==> src/rtl/core/cfevc_ram.sv <==
`default_nettype none

module cfevc_ram #(
	parameter int WIDTH = 16,
	parameter int DEPTH = 256,
	localparam int ADDR_W = (DEPTH > 1) ? $clog2(DEPTH) : 1
) (
	input  wire logic              clk,
	input  wire logic              we,
	input  wire logic [ADDR_W-1:0] waddr,
	input  wire logic [WIDTH-1:0]  wdata,
	input  wire logic              re,
	input  wire logic [ADDR_W-1:0] raddr,
	output logic      [WIDTH-1:0]  rdata
);

	logic [WIDTH-1:0] mem_q [DEPTH];

	always_ff @(posedge clk) begin
		if (we) begin
			mem_q[waddr] <= wdata;
		end
		if (re) begin
			rdata <= mem_q[raddr];
		end
	end

endmodule

`default_nettype wire

==> config.mk <==
export PLATFORM = sky130hd
export DESIGN_NAME = cfevc_ram
export DESIGN_NICKNAME = d
export VERILOG_FILES = /design/src/rtl/core/cfevc_ram.sv
export SDC_FILE = /design/constraint.sdc
export NUM_CORES = 2
export LEC_CHECK = 0
export ABC_AREA = 1
export BUFFER_PORTS_ARGS = -buffer_cell sky130_fd_sc_hd__buf_2
export CORE_UTILIZATION = 48
export CTS_CLUSTER_SIZE = 28
export DETAILED_ROUTE_END_ITERATION = 12
export SETUP_SLACK_MARGIN = 0.5
export SLEW_MARGIN = 15
export SYNTH_ARGS = -nofsm -noshare
export SYNTH_HDL_FRONTEND = slang
export SYNTH_SLANG_ARGS = --single-unit
==> constraint.sdc <==
create_clock -name clk -period 3 [get_ports clk]
set_clock_uncertainty 0.2 [all_clocks]
set_input_delay 0.45 -clock clk [delete_from_list [all_inputs] [get_ports clk]]
set_output_delay 0.45 -clock clk [all_outputs]
set_load 0.05 [all_outputs]
Word level (Yosys, flattened, before mapping)
Memory sizes are Yosys's and may differ from the RTL's. A register that Yosys moved wholly into a read port is not among the register bits.
Index checks and enable logic that the tools add are counted.
Word-level totals
  memories: 1
  register bits: 0
  bits of input ports: 35
  memory bits (writable): 4096
Cells by class
  mux-type cells: 2
Memory list
  mem_q: words 256, width 16, rd ports 1, clocked after Yosys merged registers in 1, write ports 1, line 17  | logic [WIDTH-1:0] mem_q [DEPTH];
Operators by type and width (count)
  1-bit two-way mux: 2

Depth between registers and ports, before layout
  word-level depth: 2
  depth in mapped cells: 15

Worst setup path after synthesis
No wires, ideal clock.
  kind: input-to-reg
  from: in we
  to: mem mem_q[162][0] (enable)
  stages on the path: 4
  buffers on the path: 2
  setup time: 388 ps
  data arrival time: 1902 ps
  setup slack: 510 ps
  path through: clkbuf_1 -> nand3_1 -> clkbuf_1 -> nor2_1
Between the ends
  longest elaborated chain between the ends: 2
Ends and longest elaborated chain
  start: declaration: line 9  | input wire logic we,
  1-bit two-way mux: line 20  | if (we) begin
  1-bit two-way mux (not written as such): line 21  | mem_q[waddr] <= wdata;
  end: declaration: line 17
Every way passes these cells.

==> impl_metrics.toml <==
[status]
status = "finished, final reports clean"

[synthesis]
syn_inst = 13600
ys_seq_area_share_pct = 74.4
avgSynthCellArea_um2 = 12.2
synth_top_area_share_pct = 74.4
yosysWarningCount = 0
syn_area_mm2 = 0.166
synth_top_area_cell = "edfxtp_1"
synth.distinct_cells = 14
yosys-top-cells-area = "edfxtp_1 74%, nand3_1 12%, nand2_1 9.5%"
syn-num-nets = 13700
ys_seq_elements = 4112

[power_and_ir_drop]
p_sw_mw = 28.1
p_int_mw = 94.8
p_sw_share_pct = 22.8
pwr-share-clk_pct = 41.4
power_frac_seq_pct = 51.6
power_frac_comb_pct = 7.0
power.density_mw_per_mm2 = 635
p_leak_nw = 68.7
vdd_drop_max_v = 0.000544

[global_routing]
grt_max_degree = 136
grt_overflow_total = 0
globalRouteTotalUtil_pct = 28.6
grt_pass1_vias = 107000
antenna_found_initial = 25
grt_pass1_wl_um = 733000

[placement]
gp_congestion = 0.918
portBuffers = 50
place_area_mm2 = 0.180
dp_hpwl_um = 310000

[job]
max-cap-violations = 0

[sta]
whs_ps = 117
hold_viol = 0
fmax_mhz = 393
rsz0062_at_grt = "true"
drv_slew = 0
fin_crit_sh_pct = 84.7
relSlewSlack_pct = 32.3
worst_pin_slew_ps = 1020
finalCriticalPeriod_ps = 2540
setup_viol = 0

[clocking]
cts_made_buffers = 421
root_buffer = "clkbuf_16"
clock_latency_ps = 1000
clock_sinks = 4112
clockBufferDepth = 4
cts_tree = "done"
clk_pin_slew_worst_paths_ps = 60
htreeDepth = 5

[floorplan]
fp.dieW_um = 590
die_y_um = 590
pin_count = 51
core_area_mm2 = 0.344
rows = 215
die_area_mm2 = 0.348
start_util_pct = 48.3

[final_layout]
stdcell_area_mm2 = 0.193
synthToLayoutAreaGrowth_pct = 16.6
drive_gt1_share_pct = 12.4
fin_nets = 14300

[worst_setup_path]
path_class = "in2reg"
r2r_slack_ps = 540
r2r-start = "mem_q[176][3]$_DFFE_PP_"
required_ps = 3510
crit_path_start_kind = "primary input"
slowest_stage = "nand3_1"
cpMostUsedCell = "nand3_1"
reg2reg_depth = 11
critical_path.top_delay_family = "simple AND/OR/NAND/NOR gates"
critPathBufInv = 5
cp.arrival_ps = 3050
r2r-end = "rdata[3]$_DFFE_PP_"
end_kind = "register"
crit_path_max_incr_delay_ps = 320
worstPathMaxFanout = 36
worstPathCellList = "buf_8 > buf_12 > buf_4 > buf_16 > buf_4 > nand3_1 > nand3_1 > nand3_1 > nand3_1 > nand3_1 > nand3_2 > nand2_1 > nand2_1 > nand2_1"

[routing]
wl_um = 504000
vias = 113000
dr.pass1.iters = 9
avgViaCountPerCell = 5.86
wire_per_inst_um = 26.2
drt-initial-drc-count = 14300
ant_nets = 0
post-route-drc-count = 0

[hold_path]
min_from = "wdata[3]"
min_to = "mem_q[177][3]$_DFFE_PP_"
hp-class = "in2reg"
hold_depth = 2
[state kept, by name, indices dropped and copies added (netlist names)]
signal and count:
mem_q 4096, rdata 16
[power groups by stage]
stage	Clock, mW	Sequential [mW]	Combinational [mW]
floorplan	0	64.7	3.91
global placement	0	64.6	8.32
detailed placement	0	64.6	8.40
CTS	51.3	63.4	8.49
global route	53.4	63.4	9.15
finish	50.8	63.4	8.62
[through the flow]
| stage | power (mW) | setup TNS (ps) | worst slack [ps] | cells | utilization [%] |
|---|---|---|---|---|---|
| after floorplan | 68.6 | 0 | 510 | 13600 | - |
| after global placement | 73.0 | -9810 | -895 | 18400 | 52.3 |
| after detailed placement | 73.0 | -9940 | -896 | 18400 | 52.3 |
| after CTS | 123 | 0 | 407 | 19200 | 56.3 |
| after global routing | 126 | 0 | 456 | 19200 | 56.3 |
| final | 123 | 0 | 459 | 19200 | 56.3 |
[synthesized netlist by cell type]
cell / n
nand3_1: 4035
buf_8: 1
nand2_1: 4211
inv_4: 2
edfxtp_1: 4112
buf_4: 163
buf_2: 495
buf_1: 70
nor2_1: 283
inv_1: 35
buf_6: 53
inv_2: 2
buf_12: 1
clkbuf_1: 154
[routing by layer]
metal	part of all wire [%]	track usage, %	wire length, um
met5	0.0075	0	38
met3	9.8	5.12	49400
met4	4.8	12.2	24300
met2	46	44.1	230000
met1	40	40.1	201000
[cell families (layout without fill, tap and decap cells)]
logic type	count (synthesis)	after routing	synth area share [%]
buffers and inverters	976	1999	3.21
other	0	17	0
and+or+nand+nor	8529	8529	22.3
DFF	4112	4112	74.4
[cells in the final DEF, fill, tap and decap left out, types with 16 or more instances in the layout]
master,count
nand2_1,4186
edfxtp_1,4112
nand3_1,4015
buf_4,797
clkbuf_16,432
buf_12,337
nor2_1,272
clkinv_1,110
clkinv_2,79
clkbuf_1,76
inv_1,33
bufinv_16,33
nand2_2,25
buf_8,20
dlygate4sd3_1,19
diode_2,17
buf_2,16
[repair_timing]
| item | CTS | global route |
|---|---|---|
| pin swaps | 0 | 1 |
| resized for setup | 34 | 28 |
| hold endpoints to repair | 1765 | 0 |
| endpoints found under the setup margin | 22 | 15 |
| gates cloned | 0 | 1 |
| hold buffers | 19 | 0 |
| setup buffers | 6 | 0 |
[how the worst max path moves through the flow]
stage,start,endpoint,slack [ps],depth (start not counted)
floorplan,we,mem_q[162][0]$_DFFE_PP_,510,4
global placement,raddr[0],rdata[0]$_DFFE_PP_,-900,16
detailed placement,raddr[0],rdata[0]$_DFFE_PP_,-900,16
CTS,rdata[6]$_DFFE_PP_,rdata[6],410,1
global route,mem_q[222][12]$_DFFE_PP_,rdata[12]$_DFFE_PP_,460,11
finish,raddr[1],rdata[8]$_DFFE_PP_,460,14
[final cells by class]
type,count,area [um^2]
Inverter,39,206
Clock buffer,507,11100
Sequential cell,4112,123000
Clock inverter,249,2140
Fill cell,27500,150000
Tap cell,4557,5700
Timing Repair Buffer,1204,13500
Antenna cell,17,42.5
Multi-Input combinational cell,8529,37300
No activity file was read; power rests on OpenSTA's default activity.
